$ cat src/hw/rtl/infrared_link_session_control_top_defines.svh
// assertion helpers, clocked on clk_i and disabled while rst_ni is low
`ifndef INFRARED_LINK_SESSION_CONTROL_TOP_DEFINES_SVH
`define INFRARED_LINK_SESSION_CONTROL_TOP_DEFINES_SVH

// same-cycle implication
`define ILSC_ASSERT_NOW(label, ante, cons) \
  label: assert property (@(posedge clk_i) disable iff (!rst_ni) (ante) |-> (cons)) \
    else $error("ilsc assertion failed");

// next-cycle implication
`define ILSC_ASSERT_NEXT(label, ante, cons) \
  label: assert property (@(posedge clk_i) disable iff (!rst_ni) (ante) |=> (cons)) \
    else $error("ilsc assertion failed");

`endif

$ cat src/hw/rtl/ilsc_pkg.sv
package ilsc_pkg;

  localparam int unsigned RetryLimitDefault = 5;
  localparam int unsigned RetryGapMsDefault = 50;

  localparam logic [7:0]  OwnUnitReset      = 8'hFF;
  localparam logic [31:0] TimeoutReset      = 32'd100;
  localparam logic [7:0]  PeerUnitReset     = 8'hFF;

  localparam logic [7:0] CmdConnect = 8'hFC;
  localparam logic [7:0] CmdReply   = 8'hFA;
  localparam logic [7:0] CmdAck     = 8'hF8;
  localparam logic [7:0] CmdRetry   = 8'hF6;
  localparam logic [7:0] CmdClose   = 8'hF4;
  localparam logic [7:0] CmdNoiseA  = 8'hFE;
  localparam logic [7:0] CmdNoiseB  = 8'hFF;

  typedef enum logic [0:0] {
    REG_OWN_UNIT = 1'b0,
    REG_TIMEOUT  = 1'b1
  } reg_idx_e;

  typedef enum logic [1:0] {
    OP_RECEIVE  = 2'd0,
    OP_CONNECT  = 2'd1,
    OP_SHUTDOWN = 2'd2,
    OP_SEND     = 2'd3
  } opcode_e;

  typedef enum logic [2:0] {
    ACT_NONE    = 3'd0,
    ACT_BARE    = 3'd1,
    ACT_LINK    = 3'd2,
    ACT_DATA    = 3'd3,
    ACT_RESEND  = 3'd4,
    ACT_DELIVER = 3'd5
  } action_e;

  typedef struct packed {
    opcode_e     opcode;
    logic [31:0] now_ms;
    logic [7:0]  length;
    logic [7:0]  command;
    logic [7:0]  value;
    logic        checksum_ok;
  } item_t;

  typedef struct packed {
    logic [7:0]  own_unit;
    logic [31:0] disconnect_timeout;
  } cfg_t;

  typedef struct packed {
    action_e     action;
    logic [7:0]  action_command;
    logic [7:0]  action_value;
    logic [7:0]  action_length;
    logic        is_connected;
    logic        is_sender;
    logic        is_restoring;
    logic [7:0]  peer_unit_out;
    logic [31:0] retry_total;
  } result_t;

endpackage

$ cat src/hw/rtl/ilsc_in_if.sv
interface ilsc_in_if;
  logic        valid;
  logic        ready;
  logic [1:0]  opcode;
  logic [31:0] now_ms;
  logic [7:0]  length;
  logic [7:0]  command;
  logic [7:0]  value;
  logic        checksum_ok;

  modport source (
    output valid, opcode, now_ms, length, command, value, checksum_ok,
    input  ready
  );
  modport sink (
    input  valid, opcode, now_ms, length, command, value, checksum_ok,
    output ready
  );
endinterface

$ cat src/hw/rtl/ilsc_out_if.sv
interface ilsc_out_if;
  logic        valid;
  logic        ready;
  logic [2:0]  action;
  logic [7:0]  action_command;
  logic [7:0]  action_value;
  logic [7:0]  action_length;
  logic        is_connected;
  logic        is_sender;
  logic        is_restoring;
  logic [7:0]  peer_unit_out;
  logic [31:0] retry_total;

  modport source (
    output valid, action, action_command, action_value, action_length,
           is_connected, is_sender, is_restoring, peer_unit_out, retry_total,
    input  ready
  );
  modport sink (
    input  valid, action, action_command, action_value, action_length,
           is_connected, is_sender, is_restoring, peer_unit_out, retry_total,
    output ready
  );
endinterface

$ cat src/hw/rtl/ilsc_session.sv
`include "infrared_link_session_control_top_defines.svh"

module ilsc_session #(
  parameter int unsigned RETRY_LIMIT  = ilsc_pkg::RetryLimitDefault,
  parameter int unsigned RETRY_GAP_MS = ilsc_pkg::RetryGapMsDefault
) (
  input  logic              clk_i,
  input  logic              rst_ni,
  input  logic              fire_i,
  input  ilsc_pkg::item_t   item_i,
  input  ilsc_pkg::cfg_t    cfg_i,
  output ilsc_pkg::result_t res_o
);

  logic        connected_q, connected_d;
  logic        restoring_q, restoring_d;
  logic        trying_q, trying_d;
  logic        sender_q, sender_d;
  logic [2:0]  retry_count_q, retry_count_d;
  logic [31:0] retry_sum_q, retry_sum_d;
  logic [7:0]  peer_unit_q, peer_unit_d;
  logic [31:0] last_activity_q, last_activity_d;

  ilsc_pkg::action_e act;
  logic [7:0]  act_cmd, act_val, act_len;
  logic [31:0] gap;
  logic        got, do_poll, retry_fire, shut;

  always_comb begin
    connected_d     = connected_q;
    restoring_d     = restoring_q;
    trying_d        = trying_q;
    sender_d        = sender_q;
    retry_count_d   = retry_count_q;
    retry_sum_d     = retry_sum_q;
    peer_unit_d     = peer_unit_q;
    last_activity_d = last_activity_q;
    act             = ilsc_pkg::ACT_NONE;
    act_cmd         = 8'd0;
    act_val         = 8'd0;
    act_len         = 8'd0;
    gap             = item_i.now_ms - last_activity_q;
    got             = 1'b0;
    do_poll         = 1'b0;
    retry_fire      = 1'b0;
    shut            = 1'b0;

    case (item_i.opcode)
      ilsc_pkg::OP_RECEIVE: begin
        got = (item_i.length != 8'd0);
        if (item_i.length > 8'd1) begin
          if (!item_i.checksum_ok) begin
            if (connected_q) begin
              restoring_d = 1'b1;
              retry_sum_d = retry_sum_q + 32'd1;
            end
            got = 1'b0;
          end else begin
            retry_count_d = 3'd0;
          end
        end else if (item_i.command != ilsc_pkg::CmdConnect && connected_q) begin
          got = 1'b0;
        end

        if (!got) begin
          do_poll = 1'b1;
        end else begin
          last_activity_d = item_i.now_ms;
          case (item_i.command)
            ilsc_pkg::CmdConnect: begin
              if (!trying_q) begin
                trying_d = 1'b1;
                sender_d = 1'b0;
                if (!(item_i.length > 8'd1 && !connected_q)) begin
                  act     = ilsc_pkg::ACT_LINK;
                  act_cmd = ilsc_pkg::CmdReply;
                  act_val = cfg_i.own_unit;
                  if (connected_q) begin
                    restoring_d = 1'b1;
                    retry_sum_d = retry_sum_q + 32'd1;
                  end
                end
              end
            end
            ilsc_pkg::CmdReply: begin
              sender_d    = 1'b1;
              peer_unit_d = item_i.value;
              act         = ilsc_pkg::ACT_LINK;
              act_cmd     = ilsc_pkg::CmdAck;
              act_val     = cfg_i.own_unit;
              connected_d = 1'b1;
              restoring_d = 1'b0;
              trying_d    = 1'b0;
            end
            ilsc_pkg::CmdAck: begin
              peer_unit_d = item_i.value;
              if (restoring_q) begin
                act = ilsc_pkg::ACT_RESEND;
              end
              connected_d = 1'b1;
              restoring_d = 1'b0;
              trying_d    = 1'b0;
            end
            ilsc_pkg::CmdRetry: begin
              restoring_d = 1'b1;
            end
            ilsc_pkg::CmdNoiseA, ilsc_pkg::CmdNoiseB: begin
            end
            default: begin
              if (!restoring_q && connected_q) begin
                act     = ilsc_pkg::ACT_DELIVER;
                act_cmd = item_i.command;
                act_val = item_i.value;
                act_len = item_i.length;
              end
            end
          endcase
        end
      end
      ilsc_pkg::OP_CONNECT: begin
        if (!connected_q && !trying_q) begin
          trying_d        = 1'b1;
          act             = ilsc_pkg::ACT_BARE;
          act_cmd         = ilsc_pkg::CmdConnect;
          last_activity_d = item_i.now_ms;
        end
      end
      ilsc_pkg::OP_SHUTDOWN: begin
        shut = 1'b1;
      end
      default: begin
        if (connected_q) begin
          act     = ilsc_pkg::ACT_DATA;
          act_cmd = item_i.command;
          act_val = item_i.value;
          act_len = item_i.length;
        end
      end
    endcase

    // idle poll: paced retry, then silence timeout
    if (do_poll) begin
      retry_fire = restoring_d && (retry_count_d < 3'(RETRY_LIMIT)) && !trying_d
                   && (gap > 32'(RETRY_GAP_MS));
      if (retry_fire) begin
        if (sender_d) begin
          act     = ilsc_pkg::ACT_BARE;
          act_cmd = ilsc_pkg::CmdConnect;
        end else begin
          act     = ilsc_pkg::ACT_LINK;
          act_cmd = ilsc_pkg::CmdRetry;
          act_val = {5'd0, retry_count_d};
        end
        retry_count_d   = retry_count_d + 3'd1;
        last_activity_d = item_i.now_ms;
      end else if (cfg_i.disconnect_timeout != 32'd0 && gap > cfg_i.disconnect_timeout) begin
        if ((restoring_d && (retry_count_d < 3'(RETRY_LIMIT))) || connected_d) begin
          shut = 1'b1;
        end
        trying_d = 1'b0;
      end
    end

    if (shut) begin
      if (connected_d && !sender_d) begin
        act     = ilsc_pkg::ACT_LINK;
        act_cmd = ilsc_pkg::CmdClose;
        act_val = 8'd0;
        act_len = 8'd0;
      end
      retry_count_d = 3'd0;
      connected_d   = 1'b0;
      restoring_d   = 1'b0;
      trying_d      = 1'b0;
      sender_d      = 1'b0;
      retry_sum_d   = 32'd0;
    end
  end

  always_ff @(posedge clk_i or negedge rst_ni) begin
    if (!rst_ni) begin
      connected_q     <= 1'b0;
      restoring_q     <= 1'b0;
      trying_q        <= 1'b0;
      sender_q        <= 1'b0;
      retry_count_q   <= 3'd0;
      retry_sum_q     <= 32'd0;
      peer_unit_q     <= ilsc_pkg::PeerUnitReset;
      last_activity_q <= 32'd0;
    end else if (fire_i) begin
      connected_q     <= connected_d;
      restoring_q     <= restoring_d;
      trying_q        <= trying_d;
      sender_q        <= sender_d;
      retry_count_q   <= retry_count_d;
      retry_sum_q     <= retry_sum_d;
      peer_unit_q     <= peer_unit_d;
      last_activity_q <= last_activity_d;
    end
  end

  always_comb begin
    res_o.action         = act;
    res_o.action_command = act_cmd;
    res_o.action_value   = act_val;
    res_o.action_length  = act_len;
    res_o.is_connected   = connected_d;
    res_o.is_sender      = sender_d;
    res_o.is_restoring   = restoring_d;
    res_o.peer_unit_out  = peer_unit_d;
    res_o.retry_total    = retry_sum_d;
  end

  `ILSC_ASSERT_NOW(a_retry_bounded, 1'b1, retry_count_q <= 3'(RETRY_LIMIT))
  `ILSC_ASSERT_NEXT(a_shutdown_clears,
                    fire_i && item_i.opcode == ilsc_pkg::OP_SHUTDOWN,
                    !connected_q && !restoring_q && retry_sum_q == 32'd0)
  `ILSC_ASSERT_NOW(a_deliver_connected, act == ilsc_pkg::ACT_DELIVER,
                   connected_q && !restoring_q)

endmodule

$ cat src/hw/rtl/infrared_link_session_control_top.sv
// channel  dir  modport  payload
// in_i     in   sink     opcode, now_ms, length, command, value, checksum_ok
// out_o    out  source   action, action_*, is_*, peer_unit_out, retry_total
// cfg      in   plain    cfg_we_i, cfg_idx_i, cfg_data_i
//
// one word per cycle sustained while out_o.ready stays high
// the input register feeds the session logic, which loads the result register
// session state advances when a word moves from the input to the result register
// a stalled result holds; the input register still takes one word behind it
// asynchronous active-low reset clears flags, counters and valids

module infrared_link_session_control_top #(
  parameter int unsigned RETRY_LIMIT  = ilsc_pkg::RetryLimitDefault,
  parameter int unsigned RETRY_GAP_MS = ilsc_pkg::RetryGapMsDefault
) (
  input  logic        clk_i,
  input  logic        rst_ni,
  ilsc_in_if.sink     in_i,
  ilsc_out_if.source  out_o,
  input  logic        cfg_we_i,
  input  logic        cfg_idx_i,
  input  logic [31:0] cfg_data_i
);

  logic              in_vld_q;
  ilsc_pkg::item_t   in_q;
  logic              out_vld_q;
  ilsc_pkg::result_t res_q;
  ilsc_pkg::result_t res_d;
  ilsc_pkg::cfg_t    cfg_q;
  logic              advance;

  assign advance    = in_vld_q && (!out_vld_q || out_o.ready);
  assign in_i.ready = !in_vld_q || advance;

  always_ff @(posedge clk_i or negedge rst_ni) begin
    if (!rst_ni) begin
      in_vld_q  <= 1'b0;
      out_vld_q <= 1'b0;
      cfg_q.own_unit           <= ilsc_pkg::OwnUnitReset;
      cfg_q.disconnect_timeout <= ilsc_pkg::TimeoutReset;
    end else begin
      if (in_i.ready) begin
        in_vld_q <= in_i.valid;
      end
      if (advance) begin
        out_vld_q <= 1'b1;
      end else if (out_o.ready) begin
        out_vld_q <= 1'b0;
      end
      if (cfg_we_i) begin
        case (ilsc_pkg::reg_idx_e'(cfg_idx_i))
          ilsc_pkg::REG_OWN_UNIT: cfg_q.own_unit           <= cfg_data_i[7:0];
          ilsc_pkg::REG_TIMEOUT:  cfg_q.disconnect_timeout <= cfg_data_i;
          default: ;
        endcase
      end
    end
  end

  always_ff @(posedge clk_i) begin
    if (in_i.ready && in_i.valid) begin
      in_q.opcode      <= ilsc_pkg::opcode_e'(in_i.opcode);
      in_q.now_ms      <= in_i.now_ms;
      in_q.length      <= in_i.length;
      in_q.command     <= in_i.command;
      in_q.value       <= in_i.value;
      in_q.checksum_ok <= in_i.checksum_ok;
    end
    if (advance) begin
      res_q <= res_d;
    end
  end

  ilsc_session #(
    .RETRY_LIMIT  (RETRY_LIMIT),
    .RETRY_GAP_MS (RETRY_GAP_MS)
  ) u_session (
    .clk_i  (clk_i),
    .rst_ni (rst_ni),
    .fire_i (advance),
    .item_i (in_q),
    .cfg_i  (cfg_q),
    .res_o  (res_d)
  );

  assign out_o.valid          = out_vld_q;
  assign out_o.action         = res_q.action;
  assign out_o.action_command = res_q.action_command;
  assign out_o.action_value   = res_q.action_value;
  assign out_o.action_length  = res_q.action_length;
  assign out_o.is_connected   = res_q.is_connected;
  assign out_o.is_sender      = res_q.is_sender;
  assign out_o.is_restoring   = res_q.is_restoring;
  assign out_o.peer_unit_out  = res_q.peer_unit_out;
  assign out_o.retry_total    = res_q.retry_total;

endmodule
$ cat src/flat_wrapper.sv
// flat-port wrapper written by rule: the top's interface ports become plain ports
module infrared_link_session_control_top_flat 
#(
  parameter int unsigned RETRY_LIMIT  = ilsc_pkg::RetryLimitDefault,
  parameter int unsigned RETRY_GAP_MS = ilsc_pkg::RetryGapMsDefault
)
  (clk_i, rst_ni, cfg_we_i, cfg_idx_i, cfg_data_i, in_i_valid, in_i_opcode, in_i_now_ms, in_i_length, in_i_command, in_i_value, in_i_checksum_ok, in_i_ready, out_o_valid, out_o_action, out_o_action_command, out_o_action_value, out_o_action_length, out_o_is_connected, out_o_is_sender, out_o_is_restoring, out_o_peer_unit_out, out_o_retry_total, out_o_ready);
  ilsc_in_if in_i_i ();
  ilsc_out_if out_o_i ();
  input  logic clk_i;
  input  logic rst_ni;
  input  logic cfg_we_i;
  input  logic cfg_idx_i;
  input  logic [31:0] cfg_data_i;
  input wire logic [$bits(in_i_i.valid)-1:0] in_i_valid;
  input wire logic [$bits(in_i_i.opcode)-1:0] in_i_opcode;
  input wire logic [$bits(in_i_i.now_ms)-1:0] in_i_now_ms;
  input wire logic [$bits(in_i_i.length)-1:0] in_i_length;
  input wire logic [$bits(in_i_i.command)-1:0] in_i_command;
  input wire logic [$bits(in_i_i.value)-1:0] in_i_value;
  input wire logic [$bits(in_i_i.checksum_ok)-1:0] in_i_checksum_ok;
  output wire logic [$bits(in_i_i.ready)-1:0] in_i_ready;
  output wire logic [$bits(out_o_i.valid)-1:0] out_o_valid;
  output wire logic [$bits(out_o_i.action)-1:0] out_o_action;
  output wire logic [$bits(out_o_i.action_command)-1:0] out_o_action_command;
  output wire logic [$bits(out_o_i.action_value)-1:0] out_o_action_value;
  output wire logic [$bits(out_o_i.action_length)-1:0] out_o_action_length;
  output wire logic [$bits(out_o_i.is_connected)-1:0] out_o_is_connected;
  output wire logic [$bits(out_o_i.is_sender)-1:0] out_o_is_sender;
  output wire logic [$bits(out_o_i.is_restoring)-1:0] out_o_is_restoring;
  output wire logic [$bits(out_o_i.peer_unit_out)-1:0] out_o_peer_unit_out;
  output wire logic [$bits(out_o_i.retry_total)-1:0] out_o_retry_total;
  input wire logic [$bits(out_o_i.ready)-1:0] out_o_ready;
  assign in_i_i.valid = in_i_valid;
  assign in_i_i.opcode = in_i_opcode;
  assign in_i_i.now_ms = in_i_now_ms;
  assign in_i_i.length = in_i_length;
  assign in_i_i.command = in_i_command;
  assign in_i_i.value = in_i_value;
  assign in_i_i.checksum_ok = in_i_checksum_ok;
  assign in_i_ready = in_i_i.ready;
  assign out_o_valid = out_o_i.valid;
  assign out_o_action = out_o_i.action;
  assign out_o_action_command = out_o_i.action_command;
  assign out_o_action_value = out_o_i.action_value;
  assign out_o_action_length = out_o_i.action_length;
  assign out_o_is_connected = out_o_i.is_connected;
  assign out_o_is_sender = out_o_i.is_sender;
  assign out_o_is_restoring = out_o_i.is_restoring;
  assign out_o_peer_unit_out = out_o_i.peer_unit_out;
  assign out_o_retry_total = out_o_i.retry_total;
  assign out_o_i.ready = out_o_ready;
  infrared_link_session_control_top #(.RETRY_LIMIT(RETRY_LIMIT), .RETRY_GAP_MS(RETRY_GAP_MS)) u_core (.clk_i(clk_i), .rst_ni(rst_ni), .in_i(in_i_i), .out_o(out_o_i), .cfg_we_i(cfg_we_i), .cfg_idx_i(cfg_idx_i), .cfg_data_i(cfg_data_i));
endmodule
$ cat config.mk
export PLATFORM = sky130hd
export DESIGN_NAME = infrared_link_session_control_top_flat
export DESIGN_NICKNAME = d
export VERILOG_FILES = /design/src/hw/rtl/ilsc_pkg.sv /design/src/hw/rtl/ilsc_in_if.sv /design/src/hw/rtl/ilsc_out_if.sv /design/src/hw/rtl/ilsc_session.sv /design/src/hw/rtl/infrared_link_session_control_top.sv /design/src/flat_wrapper.sv
export VERILOG_INCLUDE_DIRS = /design/src /design/src/hw/rtl
export SDC_FILE = /design/constraint.sdc
export NUM_CORES = 1
export LEC_CHECK = 0
export ABC_AREA = 1
export ABC_CLOCK_PERIOD_IN_PS = 8200
export BUFFER_PORTS_ARGS = -buffer_cell sky130_fd_sc_hd__buf_2
export CAP_MARGIN = 20
export CORE_MARGIN = 8
export CORE_UTILIZATION = 40
export DETAILED_ROUTE_END_ITERATION = 7
export PLACE_DENSITY = 0.59
export SLEW_MARGIN = 10
export SYNTH_ARGS = -nofsm -noshare
export SYNTH_HDL_FRONTEND = slang
export SYNTH_SLANG_ARGS = --single-unit
$ cat constraint.sdc
create_clock -name clk_i -period 8.2 [get_ports clk_i]
set_clock_uncertainty 0.15 [all_clocks]
set_input_delay 0.41 -clock clk_i [delete_from_list [all_inputs] [get_ports clk_i]]
set_output_delay 0.41 -clock clk_i [all_outputs]
set_load 0.05 [all_outputs]
Word-level counts from Yosys, hierarchy flattened
Cells that the tools add are included.
- multipliers: 0
- div/mod/pow operators: 0
- muxes and demuxes: 110
- shift-type cells: 0
- add/sub/neg operators: 3
- equal/unequal tests: 9
- $lt $le $gt $ge: 4
- reduce and logical (&&, ||, !) cells: 32
- bitwise logic cells: 1
- operators by type and width (operator ; number):
    $mux W32 ; 14
    $mux W8 ; 29
    $pmux W8 S3 ; 3
    $pmux W32 S2 ; 1
    $eq A8 B8 Y1 const B ; 6
    $mux W3 ; 13
    $mux W1 ; 37
    $add A32 B1 Y32 const B ; 1
    $gt A32 B32 Y1 ; 1
    $gt A32 B6 Y1 const B ; 1
    $pmux W8 S2 ; 2
    $reduce_bool A32 Y1 ; 1
    $sub A32 B32 Y32 ; 1
    $pmux W3 S4 ; 1
    $logic_and A1 B1 Y1 ; 11
    $pmux W3 S3 ; 1
    $gt A8 B1 Y1 const B ; 1
    $mux W2 ; 4
    $ne A8 B8 Y1 const B ; 1
    $reduce_bool A8 Y1 ; 1
    $logic_not A1 Y1 ; 7
    $pmux W1 S2 ; 3
    $reduce_or A6 Y1 ; 1
    $mux W4 ; 1
    13 further kinds ; 17
- bits in latches: 0
- word-level logic and storage cells: 186
- bits in writable memories: 0
- register bits after elaboration: 250
- memories kept: 0
- memory bits (read-only): 0
- input bits: 97
- output and inout port bits: 72

Depth between registers and ports, before layout
- depth in word-level cells: 16
- gate-level depth with buffers: 29
- gate-level depth less buffers: 28

Hierarchy
Synthesis repeated with hierarchy kept, for this count alone.
- cell total of the unflattened synthesis: 2223
- area total of the unflattened synthesis: 16510.8 um^2
- by module, submodules not included (module ; area each (um^2) ; seq. area each (um^2) ; cells each ; times used):
    ilsc_session ; 10839.1 ; 1986.9 ; 1907 ; 1
    infrared_link_session_control_top ; 5671.7 ; 4938.5 ; 316 ; 1

Worst setup path before layout
OpenSTA, ideal clock, no wires.
- path type: reg-to-reg
- from: register u_core.out_vld_q (netlist: u_core.out_o.valid)
- to: register u_core.res_q, in the netlist u_core.out_o.action[0] (enable)
- path buffers: 2
- stages on the path, launching flop included: 6
- setup slack: 4.299 ns
- data arrival time: 3.289 ns
- path through: dfrtp_1 > nand2_1 > nand2_1 > inv_1 > clkbuf_1 > clkbuf_1
- longest elaborated chain between the ends: 3
- ends and longest elaborated chain (what ; RTL line ; RTL):
    start: declaration ; infrared_link_session_control_top.sv:27 ; logic out_vld_q;
    start signal: assignment ; infrared_link_session_control_top.sv:39 ; out_vld_q <= 1'b0;
    start signal: assignment ; infrared_link_session_control_top.sv:47 ; out_vld_q <= 1'b1;
    start signal: assignment ; infrared_link_session_control_top.sv:49 ; out_vld_q <= 1'b0;
    $logic_not A1 Y1 ; infrared_link_session_control_top.sv:33 ; assign advance = in_vld_q && (!out_vld_q || out_o.ready);
    $logic_or A1 B1 Y1 ; infrared_link_session_control_top.sv:33 ;
    $logic_and A1 B1 Y1 ; infrared_link_session_control_top.sv:33 ;
    net u_core.advance ; infrared_link_session_control_top.sv:31 ; logic advance;
    end signal: assignment ; infrared_link_session_control_top.sv:71 ; res_q <= res_d;
    end: declaration ; infrared_link_session_control_top.sv:28 ; ilsc_pkg::result_t res_q;
The timed path passes the listed nets, and every way through them passes these cells.
A chain may end at the register's enable or synchronous reset.

==> reports/qor.log <==
INFO  yosys          yosysSeqAreaShare=42.38%
INFO  sta            fin_setup_tns=0ps
INFO  yosys          mappedNetlistNets=2,338
INFO  global_routing grt_antenna_before_repair=3
INFO  power          power_per_cell_area=280.9mW/mm^2
INFO  cts            clock-root-buffer=sky130_fd_sc_hd__clkbuf_16
INFO  power          maximum_resistive_drop_on_vdd=0.0001941V
INFO  global_routing grt_pass1_vias=14,970
INFO  yosys          synth_top_family_by_area=simple AND/OR/NAND/NOR gates
INFO  critical_path  cp.required=8370ps
INFO  place          postPlaceCellArea=0.01759mm^2
INFO  yosys          post-synth-top-area-cell=sky130_fd_sc_hd__edfxtp_1
INFO  drt            wl_per_cell=17.55um
INFO  run            drv_cap=0
INFO  place          hpwl_after_detailed_placement=38.62mm
INFO  yosys          post_synth.cell_area_avg=7.510um^2
INFO  layout         layout.area.seq=0.006925mm^2
INFO  place          portBuffers=168
INFO  yosys          synth_fa_ha_area_share=5.023%
INFO  floorplanning  io-pin-count=169
INFO  cts            cts_made_buffers=30
INFO  min_path       worst_hold_startpoint=cfg_we_i
INFO  drt            dr.first_iter.drc_count=999
INFO  place          post-place-ws=3435ps
INFO  min_path       worstHoldPathType=input pin to register
INFO  floorplanning  chip_height=218.1um
INFO  floorplanning  dieArea=0.04758mm^2
INFO  cts            cts_repair_resize_count=0
INFO  sta            max_freq=209.8MHz
INFO  power          p_switching=2.391mW
INFO  sta            setup-violations-final=0
INFO  critical_path  worstSetupStartpointType=register
INFO  yosys          synth-compound-area-share=13.75%
INFO  critical_path  crit_path_end_kind=register
INFO  cts            max-clock-path-buffers=3
INFO  floorplanning  core-area=0.04055mm^2
INFO  sta            hold_viol=0
INFO  cts            htreeDepth=1
INFO  layout         postLayoutCoreUtil=48.19%
INFO  yosys          syn-cell-area=0.01634mm^2
INFO  drt            drt_pass1_iterations=8
INFO  yosys          ys_warn_count=0
INFO  critical_path  critical_path.startpoint=u_core.in_q[25]
INFO  drt            routed-via-count=15,274
INFO  power          clock_power_share=24.0%
INFO  floorplanning  start_util=40.30%
INFO  drt            via_per_inst=5.139
INFO  critical_path  startpoint_of_the_worst_register_to_register_path=u_core.in_q[25]
INFO  power          seqPwrFrac=31.0%
INFO  yosys          synth_cells=2,176
INFO  yosys          synthXorXnorAreaFrac=1.769%
INFO  place          routabilityCongestion=0.9386
INFO  yosys          synth_top_cells_by_area=sky130_fd_sc_hd__edfxtp_1, sky130_fd_sc_hd__dfrtp_1, sky130_fd_sc_hd__nand2_1, sky130_fd_sc_hd__inv_1, sky130_fd_sc_hd__ha_1
INFO  yosys          ys_types=61
INFO  sta            grt_setup_unrepaired=no
INFO  yosys          yosys_register_bits=250
INFO  critical_path  setup.worst_path.class=register to register
INFO  sta            fin_crit_period=4768ps
INFO  sta            slew_headroom=24.39%
INFO  sta            fin_crit_sh=58.14%
INFO  outcome        status=complete, no violations
INFO  layout         multiInputGateArea=0.007679mm^2
INFO  global_routing grt_util_all_layers=21.37%
INFO  floorplanning  rows=74
INFO  drt            total_detailed_routing_wirelength=52.17mm
INFO  power          report.power.total=5.489mW
INFO  yosys          netlist.area_leader.share=23.70%
INFO  yosys          synth.area.mux_share=0%
INFO  yosys          synth_ff_type=sky130_fd_sc_hd__edfxtp_1
INFO  layout         drive_gt1_share=13.00%
INFO  layout         stdcell_area=0.01954mm^2
INFO  critical_path  cp_max_fo=41
INFO  sta            worstMarginPinSlew=1134ps
INFO  power          power.internal=3.098mW
INFO  yosys          simple_gate_share_of_the_synthesized_area=26.40%
INFO  layout         area.growth.synth_to_final=19.58%
INFO  critical_path  worst_ep_arrival_time=4940ps
INFO  floorplanning  fp.dieW=218.1um
INFO  global_routing first_pass_grt_wire_length=81.62mm
INFO  cts            clk_pin_slew=60ps
INFO  global_routing pin_count_of_the_biggest_net_entering_global_routing=123
INFO  cts            total_number_of_clock_tree_sinks=250
INFO  drt            remaining_drc_errors=0
INFO  sta            finalMaxSlewViolations=0
INFO  cts            tritoncts=yes
INFO  cts            clock_insertion_delay_worst_skew=590ps
INFO  yosys          synth_async_sr_flop_share=48.40%
INFO  yosys          synth-edff-count=129
INFO  power          power.leakage=9.303nW
INFO  layout         final_net_count=2,577
INFO  sta            final.setup.worst_slack=3432ps
INFO  power          comb_power_share=44.9%
INFO  layout         num-fill-cells=4,082
INFO  global_routing globalRoute.totalOverflow=0
INFO  drt            detail-route-antenna-nets=0
INFO  power          swShare=43.56%
==> synthesized netlist by cell type (8+ instances only) <==
master	instances
sky130_fd_sc_hd__ha_1	64
sky130_fd_sc_hd__buf_2	8
sky130_fd_sc_hd__a21oi_1	140
sky130_fd_sc_hd__edfxtp_1	129
sky130_fd_sc_hd__nand4_1	33
sky130_fd_sc_hd__nor2_1	168
sky130_fd_sc_hd__nor3_1	29
sky130_fd_sc_hd__clkbuf_1	47
sky130_fd_sc_hd__nor4_1	13
sky130_fd_sc_hd__o21a_1	8
sky130_fd_sc_hd__dfstp_2	19
sky130_fd_sc_hd__a221oi_1	10
sky130_fd_sc_hd__inv_1	361
sky130_fd_sc_hd__o21ai_0	117
sky130_fd_sc_hd__o22ai_1	9
sky130_fd_sc_hd__xor2_1	29
sky130_fd_sc_hd__nand3_1	113
sky130_fd_sc_hd__o211ai_1	43
sky130_fd_sc_hd__nor2_2	36
sky130_fd_sc_hd__nand2_1	583
sky130_fd_sc_hd__dfrtp_1	102
==> area by class of cell <==
cell class,instances,area share (%)
Multi-Input combinational cell,1489,39.29
Sequential cell,250,35.44
Timing Repair Buffer,276,9.681
Inverter,368,7.120
Clock buffer,40,4.245
Tap cell,532,3.406
Clock inverter,16,0.8004
Antenna cell,1,0.01281
==> per-layer routing <==
metal	up-vias	global-route usage [%]	part of all wire, %
met3	111	3.332	5.0
met5	-	0	0.023
li1	7612	-	-
met2	403	37.53	49
met1	7146	26.09	42
met4	2	8.150	3.8
==> cells by family (layout without fill, tap and decap cells) <==
| kind of cell | count (synthesis) | after routing |
|---|---|---|
| flip-flops | 250 | 250 |
| adder cells (fa/ha/maj) | 65 | 65 |
| XOR/XNOR | 33 | 33 |
| AO/OA/AOI/OAI | 383 | 383 |
| other | 0 | 1 |
| buffers and inverters | 437 | 700 |
| AND/OR/NAND/NOR | 1008 | 1008 |
==> power groups by stage <==
stage	logic [mW]	clock network, mW	registers (mW)
after floorplan	1.59	0	1.86
after global placement	2.39	0	1.72
after detailed placement	2.42	0	1.72
after CTS	2.47	1.35	1.70
after global routing	2.77	1.40	1.72
final	2.47	1.32	1.70
==> sequential cells by signal, indices dropped and copies added, names as in the netlist, 3 cells and up <==
register                          cells
u_core.cfg_q                         40
u_core.in_q                          59
u_core.u_session.last_activity_q     32
u_core.out_o.peer_unit_out            8
u_core.out_o.retry_total             32
u_core.u_session.retry_sum_q         32
u_core.out_o.action                   3
u_core.out_o.action_command           8
u_core.out_o.action_value             8
u_core.u_session.peer_unit_q          8
u_core.u_session.retry_count_q        3
u_core.out_o.action_length            8
==> repair_timing <==
action	in CTS	in global routing
buffers inserted	0	0
endpoints found under the setup margin	0	0
endpoints found under the hold margin	154	0
hold buffers	95	0
==> worst max-delay path, stage by stage (launching register included) <==
cell and delay [ps]:
sky130_fd_sc_hd__edfxtp_1 420, sky130_fd_sc_hd__inv_1 100, sky130_fd_sc_hd__ha_1 150, sky130_fd_sc_hd__inv_1 110, sky130_fd_sc_hd__fa_1 490, sky130_fd_sc_hd__nand3_1 110
sky130_fd_sc_hd__nand3_1 140, sky130_fd_sc_hd__nand3_1 110, sky130_fd_sc_hd__nand3b_1 150, sky130_fd_sc_hd__xor2_1 260, sky130_fd_sc_hd__inv_1 80, sky130_fd_sc_hd__ha_1 280
sky130_fd_sc_hd__nand3_1 110, sky130_fd_sc_hd__nor3_1 240, sky130_fd_sc_hd__a21oi_1 130, sky130_fd_sc_hd__nor2_1 110, sky130_fd_sc_hd__nor2_1 40, sky130_fd_sc_hd__nand2_1 120
sky130_fd_sc_hd__nand2_1 120, sky130_fd_sc_hd__o21bai_4 180, sky130_fd_sc_hd__nand2_4 330, sky130_fd_sc_hd__inv_6 430, sky130_fd_sc_hd__nor2_1 80
==> path summary, 6_finish.rpt <==
path / to / depth (start not counted) / slack, ps
setup / recovery: u_core.out_o.is_connected / 22 / 3430
hold / removal: u_core.cfg_q[36] / 4 / 220
setup reg to reg: u_core.out_o.is_connected / 22 / 3430
hold reg to reg: u_core.u_session.sender_q / 2 / 340
max in group asynchronous: u_core.u_session.last_activity_q[7] / 3 / 6140
min in group asynchronous: u_core.cfg_q[15] / 2 / 320
==> layout by cell type, fill, tap and decap left out, drive strengths merged, types with 95 or more instances in the layout <==
cell,Yosys,layout
o21ai,125,125
dfrtp,102,102
buf,22,181
nand2,588,588
edfxtp,129,129
dlygate4sd3,0,95
a21oi,140,140
nor2,206,206
inv,367,370
nand3,115,115
==> per-stage QoR <==
| step | instances | hold WS, ps |
|---|---|---|
| after floorplan | 2176 | -35.59 |
| after global placement | 2819 | 314.4 |
| after detailed placement | 2819 | 323.6 |
| after CTS | 2970 | 181.6 |
| after global routing | 2971 | 286.5 |
| final | 2972 | 224.2 |
(Power assumes the default switching activity.)
